==> src/design/dnle_pkg.sv <==
// shared types and constants for the dns name label encoder
package dnle_pkg;

    // default sizes
    localparam int MAX_LABEL_DEF = 62;
    localparam int MAX_OUT_DEF   = 1024;

    // fixed field widths
    localparam int BYTE_W = 8;
    localparam int CAP_W  = 11;
    localparam int NEED_W = CAP_W + 1;

    localparam logic [CAP_W-1:0]  CAP_RESET = 11'd1024;
    localparam logic [BYTE_W-1:0] DOT_CHAR  = 8'h2E;

    // result status codes
    localparam logic [1:0] ST_OK       = 2'd0;
    localparam logic [1:0] ST_OVERFLOW = 2'd1;
    localparam logic [1:0] ST_TOO_LONG = 2'd2;

    typedef struct packed {
        logic [BYTE_W-1:0] char_byte;
        logic              name_end;
    } t_in_item;

    typedef struct packed {
        logic [BYTE_W-1:0] out_byte;
        logic              run_last;
        logic [1:0]        status;
    } t_out_item;

    // control shared by every cell of the label chain
    typedef struct packed {
        logic              shift;
        logic [BYTE_W-1:0] char_byte;
    } t_cell_ctl;

endpackage

==> src/design/dnle_cell.sv <==
// one byte cell of the label chain: loads a character or takes its neighbor's byte
module dnle_cell (
    input  logic                      i_clk,
    input  logic                      i_load,
    input  dnle_pkg::t_cell_ctl       i_ctl,
    input  logic [dnle_pkg::BYTE_W-1:0] i_next,
    output logic [dnle_pkg::BYTE_W-1:0] o_byte
);
    import dnle_pkg::*;

    logic [BYTE_W-1:0] r_byte;
    logic [BYTE_W-1:0] n_byte;

    always_comb begin
        n_byte = r_byte;
        if (i_load) begin
            n_byte = i_ctl.char_byte;
        end else if (i_ctl.shift) begin
            n_byte = i_next;
        end
    end

    // payload only, no reset
    always_ff @(posedge i_clk) begin
        r_byte <= n_byte;
    end

    assign o_byte = r_byte;

endmodule

==> src/design/dnle_chain.sv <==
// row of label cells: written at the fill position, drained toward cell 0
module dnle_chain #(
    parameter int MAX_LABEL = dnle_pkg::MAX_LABEL_DEF,
    parameter int CNT_W     = $clog2(MAX_LABEL + 1)
) (
    input  logic                        i_clk,
    input  logic                        i_store,
    input  logic [CNT_W-1:0]            i_store_pos,
    input  dnle_pkg::t_cell_ctl         i_ctl,
    output logic [dnle_pkg::BYTE_W-1:0] o_head
);
    import dnle_pkg::*;

    logic [BYTE_W-1:0] w_byte [MAX_LABEL+1];

    // past the last cell the chain reads zero
    assign w_byte[MAX_LABEL] = '0;

    for (genvar g = 0; g < MAX_LABEL; g++) begin : g_cell
        logic w_load;
        assign w_load = i_store && (i_store_pos == CNT_W'(g));

        dnle_cell u_cell (
            .i_clk  (i_clk),
            .i_load (w_load),
            .i_ctl  (i_ctl),
            .i_next (w_byte[g+1]),
            .o_byte (w_byte[g])
        );
    end

    assign o_head = w_byte[0];

endmodule

==> src/design/dns_name_label_encoder.sv <==
// top level of the dns name label encoder
//
// takes a dotted name one character per transfer and produces its dns wire
// form: a length byte and the label bytes for each label, then a zero byte.
// characters are held in a row of MAX_LABEL byte cells until a dot or the
// end-of-name transfer; a flush drains the row toward cell 0 one byte per
// cycle. a dot is accepted, then the length byte and the label bytes follow,
// and the end transfer adds the zero terminator; the input is stalled while
// a flush runs, because the single output register and the drain of the cell
// row emit one byte per cycle. a stalled output holds the block.
// the emitted byte count is checked against out_capacity (clamped to
// MAX_OUT) before each flush; an overflow or a label longer than MAX_LABEL
// gives one result with a nonzero status and the rest of the name is dropped
// up to its end transfer, which gives no result and starts a fresh name.
// out_capacity is written through i_cfg_wr_en / i_cfg_wr_data, reset 1024,
// and should be written only while the block is idle.
module dns_name_label_encoder #(
    parameter int MAX_LABEL = dnle_pkg::MAX_LABEL_DEF,
    parameter int MAX_OUT   = dnle_pkg::MAX_OUT_DEF
) (
    input  logic                       i_clk,
    input  logic                       i_rst_n,
    // configuration
    input  logic                       i_cfg_wr_en,
    input  logic [dnle_pkg::CAP_W-1:0] i_cfg_wr_data,
    // input channel
    input  logic                       i_in_valid,
    output logic                       o_in_stall,
    input  dnle_pkg::t_in_item         i_in_data,
    // output channel
    output logic                       o_out_valid,
    input  logic                       i_out_stall,
    output dnle_pkg::t_out_item        o_out_data
);
    import dnle_pkg::*;

    localparam int CNT_W = $clog2(MAX_LABEL + 1);

    // controller states
    localparam logic [1:0] S_IDLE = 2'd0;  // taking characters
    localparam logic [1:0] S_LEN  = 2'd1;  // length byte of the label
    localparam logic [1:0] S_BODY = 2'd2;  // draining label bytes
    localparam logic [1:0] S_TERM = 2'd3;  // zero terminator

    logic [1:0]       r_state,      n_state;
    logic [CNT_W-1:0] r_label_cnt,  n_label_cnt;
    logic [CAP_W-1:0] r_bytes_wr,   n_bytes_wr;
    logic             r_err_seen,   n_err_seen;
    logic             r_end_flush,  n_end_flush;
    logic [CAP_W-1:0] r_capacity;
    logic             r_out_valid,  n_out_valid;
    t_out_item        r_out,        n_out;

    t_cell_ctl         w_cell_ctl;
    logic              w_store;
    logic [BYTE_W-1:0] w_head;
    logic              w_out_free;
    logic              w_in_xfer;
    logic [CAP_W-1:0]  w_cap;
    logic [NEED_W-1:0] w_need_dot;
    logic [NEED_W-1:0] w_need_end;

    // capacity above MAX_OUT acts as MAX_OUT
    assign w_cap = (r_capacity > CAP_W'(MAX_OUT)) ? CAP_W'(MAX_OUT) : r_capacity;

    // bytes after a flush of the held label, and after the whole name
    assign w_need_dot = {1'b0, r_bytes_wr} + NEED_W'(r_label_cnt) + NEED_W'(1);
    assign w_need_end = (r_label_cnt != '0) ? w_need_dot + NEED_W'(1)
                                            : {1'b0, r_bytes_wr} + NEED_W'(1);

    // output register can take a byte this cycle
    assign w_out_free = !r_out_valid || !i_out_stall;
    assign o_in_stall = !((r_state == S_IDLE) && w_out_free);
    assign w_in_xfer  = i_in_valid && !o_in_stall;

    always_comb begin
        n_state     = r_state;
        n_label_cnt = r_label_cnt;
        n_bytes_wr  = r_bytes_wr;
        n_err_seen  = r_err_seen;
        n_end_flush = r_end_flush;
        n_out_valid = r_out_valid && i_out_stall;
        n_out       = r_out;
        w_store     = 1'b0;
        w_cell_ctl  = '{shift: 1'b0, char_byte: i_in_data.char_byte};

        unique case (r_state)
            S_IDLE: begin
                if (w_in_xfer) begin
                    if (i_in_data.name_end) begin
                        n_bytes_wr = '0;
                        n_err_seen = 1'b0;
                        if (!r_err_seen) begin
                            if (w_need_end > {1'b0, w_cap}) begin
                                n_out_valid = 1'b1;
                                n_out       = '{out_byte: '0, run_last: 1'b1,
                                                status: ST_OVERFLOW};
                                n_label_cnt = '0;
                            end else if (r_label_cnt != '0) begin
                                // label still held, flush then terminate
                                n_end_flush = 1'b1;
                                n_state     = S_LEN;
                            end else begin
                                n_out_valid = 1'b1;
                                n_out       = '{out_byte: '0, run_last: 1'b1,
                                                status: ST_OK};
                            end
                        end else begin
                            n_label_cnt = '0;
                        end
                    end else if (!r_err_seen) begin
                        if (i_in_data.char_byte == DOT_CHAR) begin
                            if (w_need_dot > {1'b0, w_cap}) begin
                                n_err_seen  = 1'b1;
                                n_out_valid = 1'b1;
                                n_out       = '{out_byte: '0, run_last: 1'b1,
                                                status: ST_OVERFLOW};
                            end else begin
                                n_bytes_wr  = w_need_dot[CAP_W-1:0];
                                n_end_flush = 1'b0;
                                n_state     = S_LEN;
                            end
                        end else if (r_label_cnt >= CNT_W'(MAX_LABEL)) begin
                            n_err_seen  = 1'b1;
                            n_out_valid = 1'b1;
                            n_out       = '{out_byte: '0, run_last: 1'b1,
                                            status: ST_TOO_LONG};
                        end else begin
                            // character goes into the cell at the fill position
                            w_store     = 1'b1;
                            n_label_cnt = r_label_cnt + CNT_W'(1);
                        end
                    end
                end
            end
            S_LEN: begin
                if (w_out_free) begin
                    n_out_valid = 1'b1;
                    n_out       = '{out_byte: BYTE_W'(r_label_cnt),
                                    run_last: !r_end_flush && (r_label_cnt == '0),
                                    status: ST_OK};
                    n_state     = (r_label_cnt != '0) ? S_BODY : S_IDLE;
                end
            end
            S_BODY: begin
                if (w_out_free) begin
                    n_out_valid      = 1'b1;
                    n_out            = '{out_byte: w_head,
                                         run_last: !r_end_flush
                                                   && (r_label_cnt == CNT_W'(1)),
                                         status: ST_OK};
                    w_cell_ctl.shift = 1'b1;
                    n_label_cnt      = r_label_cnt - CNT_W'(1);
                    if (r_label_cnt == CNT_W'(1)) begin
                        n_state = r_end_flush ? S_TERM : S_IDLE;
                    end
                end
            end
            S_TERM: begin
                if (w_out_free) begin
                    n_out_valid = 1'b1;
                    n_out       = '{out_byte: '0, run_last: 1'b1, status: ST_OK};
                    n_state     = S_IDLE;
                end
            end
            default: begin
                n_state = S_IDLE;
            end
        endcase
    end

    always_ff @(posedge i_clk) begin
        if (!i_rst_n) begin
            r_state     <= S_IDLE;
            r_label_cnt <= '0;
            r_bytes_wr  <= '0;
            r_err_seen  <= 1'b0;
            r_out_valid <= 1'b0;
            r_capacity  <= CAP_RESET;
        end else begin
            r_state     <= n_state;
            r_label_cnt <= n_label_cnt;
            r_bytes_wr  <= n_bytes_wr;
            r_err_seen  <= n_err_seen;
            r_out_valid <= n_out_valid;
            if (i_cfg_wr_en) begin
                r_capacity <= i_cfg_wr_data;
            end
        end
    end

    // payload registers
    always_ff @(posedge i_clk) begin
        r_end_flush <= n_end_flush;
        r_out       <= n_out;
    end

    dnle_chain #(
        .MAX_LABEL (MAX_LABEL),
        .CNT_W     (CNT_W)
    ) u_chain (
        .i_clk       (i_clk),
        .i_store     (w_store),
        .i_store_pos (r_label_cnt),
        .i_ctl       (w_cell_ctl),
        .o_head      (w_head)
    );

    assign o_out_valid = r_out_valid;
    assign o_out_data  = r_out;

    // held label never outgrows the cell row
    a_label_bound: assert property (@(posedge i_clk) disable iff (!i_rst_n)
        r_label_cnt <= CNT_W'(MAX_LABEL))
        else $error("label count beyond cell row");

    // an error result is a single zero byte closing the transfer group
    a_err_result: assert property (@(posedge i_clk) disable iff (!i_rst_n)
        (o_out_valid && (o_out_data.status != ST_OK))
        |-> (o_out_data.run_last && (o_out_data.out_byte == '0)))
        else $error("error result malformed");

    // end transfer always starts a fresh name
    a_end_clears: assert property (@(posedge i_clk) disable iff (!i_rst_n)
        (w_in_xfer && i_in_data.name_end) |=> (!r_err_seen && (r_bytes_wr == '0)))
        else $error("name state not cleared at end");

    // body drain only runs with bytes left in the row
    a_body_cnt: assert property (@(posedge i_clk) disable iff (!i_rst_n)
        (r_state == S_BODY) |-> (r_label_cnt != '0))
        else $error("drain with empty label");

    // a stalled output transfer holds its payload
    a_out_hold: assert property (@(posedge i_clk) disable iff (!i_rst_n)
        (o_out_valid && i_out_stall) |=> (o_out_valid && $stable(o_out_data)))
        else $error("stalled output changed");

endmodule
==> config.mk <==
export PLATFORM = sky130hd
export DESIGN_NAME = dns_name_label_encoder
export DESIGN_NICKNAME = d
export VERILOG_FILES = /design/src/design/dnle_pkg.sv /design/src/design/dnle_cell.sv /design/src/design/dnle_chain.sv /design/src/design/dns_name_label_encoder.sv
export SDC_FILE = /design/constraint.sdc
export NUM_CORES = 1
export LEC_CHECK = 0
export ABC_AREA = 0
export BUFFER_PORTS_ARGS = -buffer_cell sky130_fd_sc_hd__buf_2
export CAP_MARGIN = 20
export CORE_MARGIN = 4
export CORE_UTILIZATION = 40
export CTS_CLUSTER_DIAMETER = 60
export DETAILED_ROUTE_END_ITERATION = 7
export MAX_ROUTING_LAYER = met4
export PLACE_DENSITY = 0.61
export SLEW_MARGIN = 10
export SYNTH_ARGS = -nofsm -noshare
export SYNTH_HDL_FRONTEND = slang
export SYNTH_HIERARCHICAL = 1
export SYNTH_SLANG_ARGS = --single-unit
==> constraint.sdc <==
create_clock -name i_clk -period 6.65 [get_ports i_clk]
set_input_delay 0.9975 -clock i_clk [delete_from_list [all_inputs] [get_ports i_clk]]
set_output_delay 0.9975 -clock i_clk [all_outputs]
set_load 0.02 [all_outputs]
-- Word level (Yosys, flattened, before mapping)
Index checks and enable logic that the tools add are counted.
- $mul: 0
- $lt $le $gt $ge: 4
- div/mod/pow operators: 0
- bitwise logic cells: 1
- equal/unequal tests: 86
- add/sub/neg operators: 6
- shift-type cells: 0
- multiplexer cells: 198
- reductions and logical operators: 146
- operators by type and width (operator ; number):
    $mux 8 ; 124
    $mux 11 ; 17
    $eq 6x6->1 const B ; 30
    $reduce_bool 2->1 ; 64
    $eq 6x5->1 const B ; 16
    $logic_and 1x1->1 ; 67
    $eq 6x4->1 const B ; 8
    $mux 6 ; 8
    $pmux 11 s4 ; 1
    $mux 1 ; 30
    $mux 2 ; 14
    $add 12x1->12 const B ; 2
    $eq 6x3->1 const B ; 4
    $gt 12x11->1 ; 2
    $ne 2x2->1 const B ; 9
    $ne 3x3->1 const B ; 5
    $reduce_and 7->1 ; 2
    $add 11x1->12 const B ; 1
    $add 11x6->12 ; 1
    $eq 6x2->1 const B ; 2
    $mux 12 ; 1
    $pmux 6 s2 ; 1
    $gt 11x11->1 const B ; 1
    $reduce_and 10->1 ; 1
    other kinds (24) ; 30
- output and inout bits: 13
- bits in latches: 0
- memory bits (read-only): 0
- memories: 0
- bits in writable memories: 0
- logic and storage cells: 513
- input bits: 25
- register bits: 540

-- Longest topological paths before layout
Gate-level depths: netlist (run 1).
- depth in word-level cells: 10
- mapped depth: 20
- mapped depth without buffers: 20

-- By module
Netlist (run 1), hierarchy kept.
- modules (own cells, without submodules) (module ; times used ; area each (um2) ; seq. area each (um2) ; cells each):
    dnle_cell ; 62 ; 377.9 ; 240.2 ; 18
    dns_name_label_encoder ; 1 ; 3796.1 ; 1001.0 ; 455
    dnle_chain ; 1 ; 465.4 ; 0.0 ; 92

-- Worst setup path after synthesis (run 1)
Ideal clock, no wire load.
- path type: register to register
- from: register r_label_cnt[0]
- to: register r_out (netlist bit o_out_data[0]), enable pin
- required time: 6.297 ns
- arrival: 4.434 ns
- stages on the path, launching flop included: 20
- clock period less this slack: 4.786 ns
- slack: 1.864 ns
- library setup time: 0.353 ns
- path through: dfxtp_1 > inv_1 > ha_1 > fa_1 > and2b_2 > o211ai_4 > a21oi_2 > o21ai_0 > a221o_1 > nand2_1 > xnor2_1 > ha_1 > and4_1 > nand4_1 > a21o_1 > a31o_2 > o211ai_1 > a31oi_4 > a211oi_2 > o31a_1
- cells in the longest elaborated chain, start to end: 7
- elaborated cells on any way between the ends: 12
- those cells by class: add/sub (3); order compare (3); eq/ne (3); mux (1); reduce/logical (2)
- ends and longest elaborated chain (element ; RTL line ; RTL):
    start: declaration ; dns_name_label_encoder.sv:46 ; logic [CNT_W-1:0] r_label_cnt, n_label_cnt;
    start signal: assignment ; dns_name_label_encoder.sv:182 ; r_label_cnt <= n_label_cnt;
    $add 11x6->12 ; dns_name_label_encoder.sv:67 ; assign w_need_dot = {1'b0, r_bytes_wr} + NEED_W'(r_label_cnt) + NEED_W'(1);
    $add 12x1->12 ; dns_name_label_encoder.sv:67 ;
    $add 12x1->12 ; dns_name_label_encoder.sv:68 ; assign w_need_end = (r_label_cnt != '0) ? w_need_dot + NEED_W'(1)
    $mux 12 ; dns_name_label_encoder.sv:68 ;
    $gt 12x11->1 ; dns_name_label_encoder.sv:94 ; if (w_need_end > {1'b0, w_cap}) begin
    $ne 4x4->1 (no source line) ; n/a ;
    $reduce_and 8->1 (no source line) * ; n/a ;
    end signal: assignment ; dns_name_label_encoder.sv:195 ; r_out <= n_out;
    end: declaration ; dns_name_label_encoder.sv:52 ; t_out_item r_out, n_out;
Every way passes the cells marked *; elsewhere a longest branch is shown, timed or not.
A chain may end at the register's enable or synchronous reset.

-- Worst setup path after layout (run 1)
- from: register r_label_cnt[1]
- to: register r_out (netlist bit o_out_data[9]), enable pin
The elaborated chain is that of the path after synthesis.

==> metrics.cfg, run 1 <==
[status]
status = complete, no violations

[detailed_routing]
drt-total-wl_um = 55730
num_vias = 13950
final_antenna_net_count = 0
first_pass_iters = 7
drc = 0
drt-initial-drc-count = 1075
viasPerCell = 5.186
routedWlPerCell_um = 20.72

[synth]
synth_compound_area_share_pct = 3.764
yosys-top-cells-count = edfxtp_1 (508), mux2_4 (496), nor2_1 (101)
synthCells = 1663
yosys_warnings = 6
yosysMostFrequentCell = edfxtp_1
ys_ff_latch = 540
synth_top_area_share_pct = 55.09
synth-xor-area-share_pct = 0.7275
synth-seq-area-share_pct = 57.41
synth_cell_type_count = 88
ys_top_cells_by_area = edfxtp_1 (55%), mux2_4 (27%), buf_6 (2.6%)
async_flop_share_pct = 0
synthSimpleGateAreaFrac_pct = 5.969
avgSynthCellArea_um2 = 16.65
synthMuxAreaShare_pct = 27.26
synth_adder_area_share_pct = 1.563
synth_area_um2 = 27690
synth_top_family_by_area = multiplexers
ys.flop_type = edfxtp_1
yosys.area.top_type = edfxtp_1
synth_edf_count = 508

[sta]
fin_crit_sh_pct = 83.58
fin_skew_ns = 0.01368
grt_setup_unrepaired = false
hold_viol = 0
relSlewSlack_pct = 31.40
setup-violations-final = 0
fin_hold_ws_ns = 0.4957
min_period_ns = 5.558
report.final.slew_viol_count = 0
fin_setup_tns_ns = 0
worst_slew_pin_slew_ns = 1.027
clock.fmax_ghz = 0.1799
worst_slack_ns = 1.092

[placement]
portBuffers = 37
gp_congestion = 0.8258
dp_hpwl_um = 33070
pre_cts_ws_ns = 1.120

[clock_network]
clkTransAtPathRegs_ns = 0.06
clkLatencyLatePin_ns = 0.61
cts_tree = built
clockBufferDepth = 3
cts_buffers = 57
clkSinkCount = 540
cts_resized = 0
cts.htree.levels = 2
postCtsHoldBufs = 0
post_cts_buffers = 0
cts-root-buf = clkbuf_16

[cells_and_area]
diodes = 0
drive_gt1_share_pct = 39.19
multiInputGateArea_um2 = 10920
area.sequential_um2 = 15900
fill_cells = 5974
area_growth_pct = 10.03
nNetsFinal = 1773

[min_path]
min_to = r_capacity[1]$_SDFFE_PN0P_
hold_depth = 2
hp-class = reg -> reg
min_from = r_capacity[1]$_SDFFE_PN0P_

[floorplan]
die-area_um2 = 73500
die_h_um = 271.1
top_level_ports = 38
coreArea_um2 = 68590
rows = 96
start_util_pct = 40.37
die_x_um = 271.1

[setup_path]
critPathLaunchType = register
slowest_stage = dfxtp_1
crit_type = reg -> reg
reg2regPathDepth = 18
critPathLaunch = r_label_cnt[1]$_SDFFE_PN0P_
r2r_end = o_out_data[9]$_DFFE_PP_
arrival_ns = 5.81
worstPathMaxFanout = 23
endpoint_kind = register
regToRegSetupSlack_ns = 1.09
cp.buffers_inverters = 1
cpLargestDelayFamily = compound AO/OA/AOI/OAI gates
cp_cell_sequence = inv_1 > fa_1 > and2b_2 > o21ai_0 > xnor2_1 > a31oi_2 > a31oi_2 > nand2_1 > xnor2_1 > ha_1 > and4_1 > nand4_1 > a21o_1 > a31o_2 > o211ai_1 > a31oi_4 > a211oi_2 > o31a_1
r2r_start = r_label_cnt[1]$_SDFFE_PN0P_
max_stage_delay_ns = 0.78
critPathRequiredTime_ns = 6.90

[global_route]
grt_usage_pct = 15.27
antenna_found_initial = 0
grt_start_max_net_pins = 65
grt_remaining_overflow = 0
grt_pass1_wl_um = 85100
grt_pass1_vias = 14210

[power_and_ir_drop]
ir_drop_mv = 0.1681
cellLeakagePower_nw = 10.94
power.density_nw_per_um2 = 243.8

[run]
maxCapViolations = 0

worst reg2reg max path, cell delays in order (launching register included):
cell	delay [ns]
dfxtp_1	0.78
inv_1	0.34
fa_1	0.51
and2b_2	0.26
o21ai_0	0.12
xnor2_1	0.36
a31oi_2	0.24
a31oi_2	0.35
nand2_1	0.11
xnor2_1	0.14
ha_1	0.30
and4_1	0.17
nand4_1	0.13
a21o_1	0.17
a31o_2	0.25
o211ai_1	0.15
a31oi_4	0.08
a211oi_2	0.29
o31a_1	0.45
cells in the final DEF, fill, tap and decap left out, drive strengths merged, types with 4 or more instances in the layout:
master and instances:
edfxtp 508, nand4 7, a22oi 5, dfxtp 32, a21oi 36, conb 8
clkinv 20, ha 33, and2 7, mux2i 10, o211ai 5, nand2b 6
o21ai 26, o2bb2ai 4, a22o 6, xor2 6, a211oi 6, nand4b 4
a21boi 4, inv 20, nor2b 9, xnor2 17, nand3b 4, nand2 46
buf 80, nor2 102, bufinv 9, o21a 6, or4b 4, mux2 496
clkbuf 69, nand4bb 6, nor3 10, or2 64, a31oi 9, a21o 5
and3 5, nand3 15
cells by family after synthesis:
kind of cell / after synthesis
buffers and inverters: 112
muxes: 506
and+or+nand+nor: 306
AOI/OAI and AO/OA: 141
DFF: 540
xor gates and xnor gates: 23
adders and majority gates: 34
other: 1
registers in the layout (all words and copies together), names as in the netlist:
signal,flops
u_chain/g_cell.u_cell/o_byte,496
r_bytes_wr,11
r_end_flush,1
r_capacity,11
o_out_valid,1
o_out_data,11
r_label_cnt,6
r_state,2
r_err_seen,1
layout make-up:
| class | instances | share of cell area (%) |
|---|---|---|
| clock inverter | 34 | 1.392 |
| clock buffer | 69 | 4.899 |
| inverter | 17 | 0.2094 |
| multi-input combinational | 1018 | 35.84 |
| timing repair buffer | 80 | 1.667 |
| tap | 931 | 3.823 |
| sequential | 540 | 52.17 |
per-stage QoR:
stage / total power, mW / std cells / cell area [µm²] / utilization, %
after CTS: 7.532 / 2689 / 30470 / 44.42
after global placement: 4.239 / 2586 / 28550 / 41.63
after detailed placement: 4.245 / 2586 / 28550 / 41.63
after global routing: 7.717 / 2689 / 30470 / 44.42
after floorplan: 4.084 / 1670 / 27720 / -
final: 7.428 / 2689 / 30470 / 44.42
worst max-delay path by stage:
stage / to / slack [ns] / depth (start not counted)
after floorplan: o_out_data[0]$_DFFE_PP_ / 1.86 / 19
after global placement: o_out_data[10]$_DFFE_PP_ / 1.27 / 19
after detailed placement: o_out_data[5]$_DFFE_PP_ / 1.12 / 18
after CTS: o_out_data[9]$_DFFE_PP_ / 1.07 / 18
after global routing: o_out_data[7]$_DFFE_PP_ / 0.66 / 18
final: o_out_data[9]$_DFFE_PP_ / 1.09 / 18
power breakdown:
part,total [mW],switching (mW),internal [mW],leakage [nW]
combinational,0.400,0.256,0.144,5.17
sequential,3.77,0.0241,3.75,4.84
clock,3.25,1.31,1.95,0.932
total,7.43,1.59,5.84,10.9
metal layers:
| metal | global-route usage (%) | up-vias | part of all wire [%] |
|---|---|---|---|
| met2 | 22.78 | 360 | 44 |
| met4 | 4.325 | 0 | 2.4 |
| met3 | 3.148 | 92 | 6.0 |
| li1 | - | 6438 | - |
| met5 | - | - | 0 |
| met1 | 21.27 | 7056 | 47 |
Power figures use the tool's default switching activity.
==> inputs of run 2 (changes only) <==
--- a/config.mk
+++ b/config.mk
@@ -5,7 +5,7 @@
 export SDC_FILE = /design/constraint.sdc
 export NUM_CORES = 1
 export LEC_CHECK = 0
-export ABC_AREA = 0
+export ABC_AREA = 1
 export BUFFER_PORTS_ARGS = -buffer_cell sky130_fd_sc_hd__buf_2
 export CAP_MARGIN = 20
 export CORE_MARGIN = 4
@@ -13,7 +13,7 @@
 export CTS_CLUSTER_DIAMETER = 60
 export DETAILED_ROUTE_END_ITERATION = 7
 export MAX_ROUTING_LAYER = met4
-export PLACE_DENSITY = 0.61
+export PLACE_DENSITY = 0.63
 export SLEW_MARGIN = 10
 export SYNTH_ARGS = -nofsm -noshare
 export SYNTH_HDL_FRONTEND = slang
==> constraint.sdc (replaced) <==
create_clock -name i_clk -period 5 [get_ports i_clk]
set_input_delay 0.75 -clock i_clk [delete_from_list [all_inputs] [get_ports i_clk]]
set_output_delay 0.75 -clock i_clk [all_outputs]
set_load 0.02 [all_outputs]
==> run 2 against run 1 <==
Global-route usage increased by 1.8 points. First-iteration DRC count increased by 22%. Total power is 58% higher. Die area fell by 6.2%. Wire length is 4.4% higher. Critical path depth is 6 higher. Sequential share of layout area up 3.3 points. Sequential power increased by 47%. Sequential cell count unchanged. Via count grew 29%. Register-to-register slack worse by 0.55 ns. Worst setup slack got worse by 0.55 ns. Critical path type unchanged. Critical endpoint is now o_out_data[8]$_DFFE_PP_. Highest routed layer unchanged.
==> metrics.cfg, run 2 <==
[global_route]
grt_pass1_vias = 16970  ; was 14210
grt_pass1_wl_um = 92590  ; was 85100 µm
grt_usage_pct = 17.03  ; was 15.27%
grt_start_max_net_pins = 63  ; was 65
antenna_found_initial = 0  ; unchanged
grt_remaining_overflow = 0  ; unchanged

[detailed_routing]
viasPerCell = 4.740  ; was 5.186
final_antenna_net_count = 0  ; unchanged
first_pass_iters = 6  ; was 7
num_vias = 18020  ; was 13950
drt-initial-drc-count = 1315  ; was 1075
routedWlPerCell_um = 15.30  ; was 20.72 µm
drt-total-wl_um = 58160  ; was 55730 µm
drc = 0  ; unchanged

[sta]
worst_slew_pin_slew_ns = 0.9997  ; was 1.027 ns
worst_slack_ns = 0.5393  ; was 1.092 ns
fin_crit_sh_pct = 89.21  ; was 83.58%
clock.fmax_ghz = 0.2242  ; was 0.1799 GHz
fin_skew_ns = 0.01954  ; was 0.01368 ns
setup-violations-final = 0  ; unchanged
min_period_ns = 4.461  ; was 5.558 ns
report.final.slew_viol_count = 0  ; unchanged
relSlewSlack_pct = 33.35  ; was 31.40%
hold_viol = 0  ; unchanged
fin_setup_tns_ns = 0  ; unchanged
grt_setup_unrepaired = false  ; unchanged

[synth]
synth_top_area_share_pct = 58.87  ; was 55.09%
synth_area_um2 = 25910  ; was 27690 µm²
yosysMostFrequentCell = nand2_1  ; was edfxtp_1
synth_edf_count = 508  ; unchanged
ys_ff_latch = 540  ; unchanged
ys_top_cells_by_area = edfxtp_1 (59%), nand2_1 (24%), buf_6 (2.8%)  ; was edfxtp_1 (55%), mux2_4 (27%), buf_6 (2.6%)
yosys-top-cells-count = nand2_1 (1636), edfxtp_1 (508), nor2_1 (138)  ; was edfxtp_1 (508), mux2_4 (496), nor2_1 (101)
yosys.area.top_type = edfxtp_1  ; unchanged
synthCells = 2819  ; was 1663
async_flop_share_pct = 0  ; unchanged
yosys_warnings = 6  ; unchanged
ys.flop_type = edfxtp_1  ; unchanged
synth-seq-area-share_pct = 61.34  ; was 57.41%
synth_cell_type_count = 51  ; was 88
avgSynthCellArea_um2 = 9.192  ; was 16.65 µm²

[setup_path]
critPathRequiredTime_ns = 5.33  ; was 6.90 ns
reg2regPathDepth = 24  ; was 18
r2r_start = r_label_cnt[1]$_SDFFE_PN0P_  ; unchanged
worstPathMaxFanout = 12  ; was 23
crit_type = reg -> reg  ; unchanged
endpoint_kind = register  ; unchanged
r2r_end = o_out_data[8]$_DFFE_PP_  ; was o_out_data[9]$_DFFE_PP_
critPathLaunchType = register  ; unchanged
arrival_ns = 4.79  ; was 5.81 ns
regToRegSetupSlack_ns = 0.54  ; was 1.09 ns

[clock_network]
clkTransAtPathRegs_ns = 0.06  ; about the same
post_cts_buffers = 0  ; unchanged
clkLatencyLatePin_ns = 0.63  ; was 0.61 ns
clkSinkCount = 540  ; unchanged
cts-root-buf = clkbuf_16  ; unchanged
cts.htree.levels = 2  ; unchanged
cts_tree = built  ; unchanged
clockBufferDepth = 3  ; unchanged
cts_buffers = 60  ; was 57
postCtsHoldBufs = 0  ; unchanged
cts_resized = 0  ; unchanged

[floorplan]
die_h_um = 262.5  ; was 271.1 µm
start_util_pct = 40.27  ; was 40.37%
die_x_um = 262.5  ; was 271.1 µm
top_level_ports = 38  ; unchanged
coreArea_um2 = 64350  ; was 68590 µm²
die-area_um2 = 68920  ; was 73500 µm²
rows = 93  ; was 96

[power_and_ir_drop]
power.density_nw_per_um2 = 408.5  ; was 243.8 nW/µm²
ir_drop_mv = 0.2853  ; was 0.1681 mV
cellLeakagePower_nw = 12.23  ; was 10.94 nW

[min_path]
min_to = r_capacity[6]$_SDFFE_PN0P_  ; was r_capacity[1]$_SDFFE_PN0P_
hold_depth = 3  ; was 2
hp-class = in -> reg  ; was reg -> reg
min_from = i_cfg_wr_data[6]  ; was r_capacity[1]$_SDFFE_PN0P_

[placement]
gp_congestion = 0.8943  ; was 0.8258
portBuffers = 37  ; unchanged
dp_hpwl_um = 35960  ; was 33070 µm
pre_cts_ws_ns = 0.5562  ; was 1.120 ns

[status]
status = complete, no violations  ; unchanged

[cells_and_area]
final_common_cell = nand2_1  ; was edfxtp_1
diodes = 0  ; unchanged
area_growth_pct = 10.66  ; was 10.03%
nNetsFinal = 2955  ; was 1773
final_cell_mix = nand2_1 (1636), edfxtp_1 (508), nor2_1 (138)  ; was edfxtp_1 (508), mux2_4 (496), nor2_1 (101)
drive_gt1_share_pct = 9.264  ; was 39.19%
largest_reg_flops = 496  ; unchanged
fill_cells = 6110  ; was 5974

[run]
maxCapViolations = 0  ; unchanged

## run 2: cell count changes after synthesis, sizes merged, moves of 6 or more
| cell | delta |
|---|---|
| nor2 | +39 |
| xnor2 | -12 |
| mux2i | -10 |
| a31oi | -9 |
| inv | +125 |
| a22o | -6 |
| nand2b | -6 |
| clkbuf | -14 |
| o21ai | +10 |
| nand2 | +1603 |
| mux2 | -496 |
| nand3 | +26 |
| nand4bb | -6 |
| nor2b | -8 |
## run 2: how the worst max path moves through the flow
| stage | start | to | slack, ns | depth (start not counted) |
|---|---|---|---|---|
| 2_1_floorplan | r_label_cnt[0]$_SDFFE_PN0P_ | o_out_data[0]$_DFFE_PP_ | 0.36 | 24 |
| 6_report | r_label_cnt[1]$_SDFFE_PN0P_ | o_out_data[8]$_DFFE_PP_ | 0.54 | 24 |
| 4_1_cts | r_label_cnt[1]$_SDFFE_PN0P_ | o_out_data[8]$_DFFE_PP_ | 0.53 | 24 |
| 3_5_place_dp | r_label_cnt[1]$_SDFFE_PN0P_ | o_out_data[8]$_DFFE_PP_ | 0.56 | 24 |
| 5_1_grt | r_label_cnt[1]$_SDFFE_PN0P_ | o_out_data[10]$_DFFE_PP_ | 0.03 | 24 |
| 3_3_place_gp | r_label_cnt[1]$_SDFFE_PN0P_ | o_out_data[10]$_DFFE_PP_ | 0.64 | 24 |
## run 2: logic make-up after synthesis
group,synth area share (%)
AOI/OAI and AO/OA,1.955
xor gates and xnor gates,0.4008
adders and majority gates,1.671
buffers and inverters,5.157
DFF,61.34
other,0.01447
and+or+nand+nor,29.46
## run 2: critical path, stage by stage, from the launching register on
cell	delay [ns]
dfxtp_1	0.58
inv_1	0.20
fa_1	0.51
xnor2_2	0.21
nand2_1	0.09
nand2_2	0.09
nand2_1	0.09
nor2_4	0.13
nand3_4	0.10
nor2_1	0.10
inv_1	0.06
nor3_1	0.19
nand2_1	0.10
xnor2_1	0.14
inv_1	0.06
ha_1	0.26
nand2_1	0.06
nor3_1	0.24
a21boi_0	0.12
o21ai_0	0.08
nand2_1	0.17
nand4_4	0.16
a21oi_1	0.07
nor3_1	0.14
buf_4	0.22
## run 2: stage by stage
step	total power, mW	hold WS, ns	utilization (%)	area [µm²]	cells
after floorplan	6.996	0.4613	-	25940	2826
after global placement	7.585	0.4877	41.65	26800	3689
after detailed placement	7.602	0.4949	41.65	26800	3689
after CTS	11.82	0.3093	44.56	28680	3802
after global routing	12.30	0.3267	44.56	28680	3802
final	11.71	0.3444	44.56	28680	3802
## run 2: routing by layer
metal | vias up | routed length, µm | global-route usage [%]
li1 | 9220 | - | -
met1 | 8265 | 26840 | 23.37
met2 | 454 | 26110 | 26.11
met3 | 83 | 3957 | 3.427
met4 | 0 | 1264 | 4.473
met5 | - | 0 | -
## run 2: power breakdown
group	switching (mW)	internal [mW]	total, mW	leakage, nW
registers	0.145	5.38	5.53	4.84
clock network	1.83	2.37	4.20	0.920
logic	1.38	0.608	1.98	6.46
total	3.35	8.37	11.7	12.2
## run 2: cell type report
type	count	area (µm²)	share of cell area [%]
Inverter	145	549.3	1.916
Sequential cell	540	15900	55.43
Clock buffer	72	1546	5.393
Tap cell	855	1070	3.731
Multi-Input combinational cell	2064	8720	30.41
Timing Repair Buffer	85	565.5	1.972
Clock inverter	41	329.1	1.148
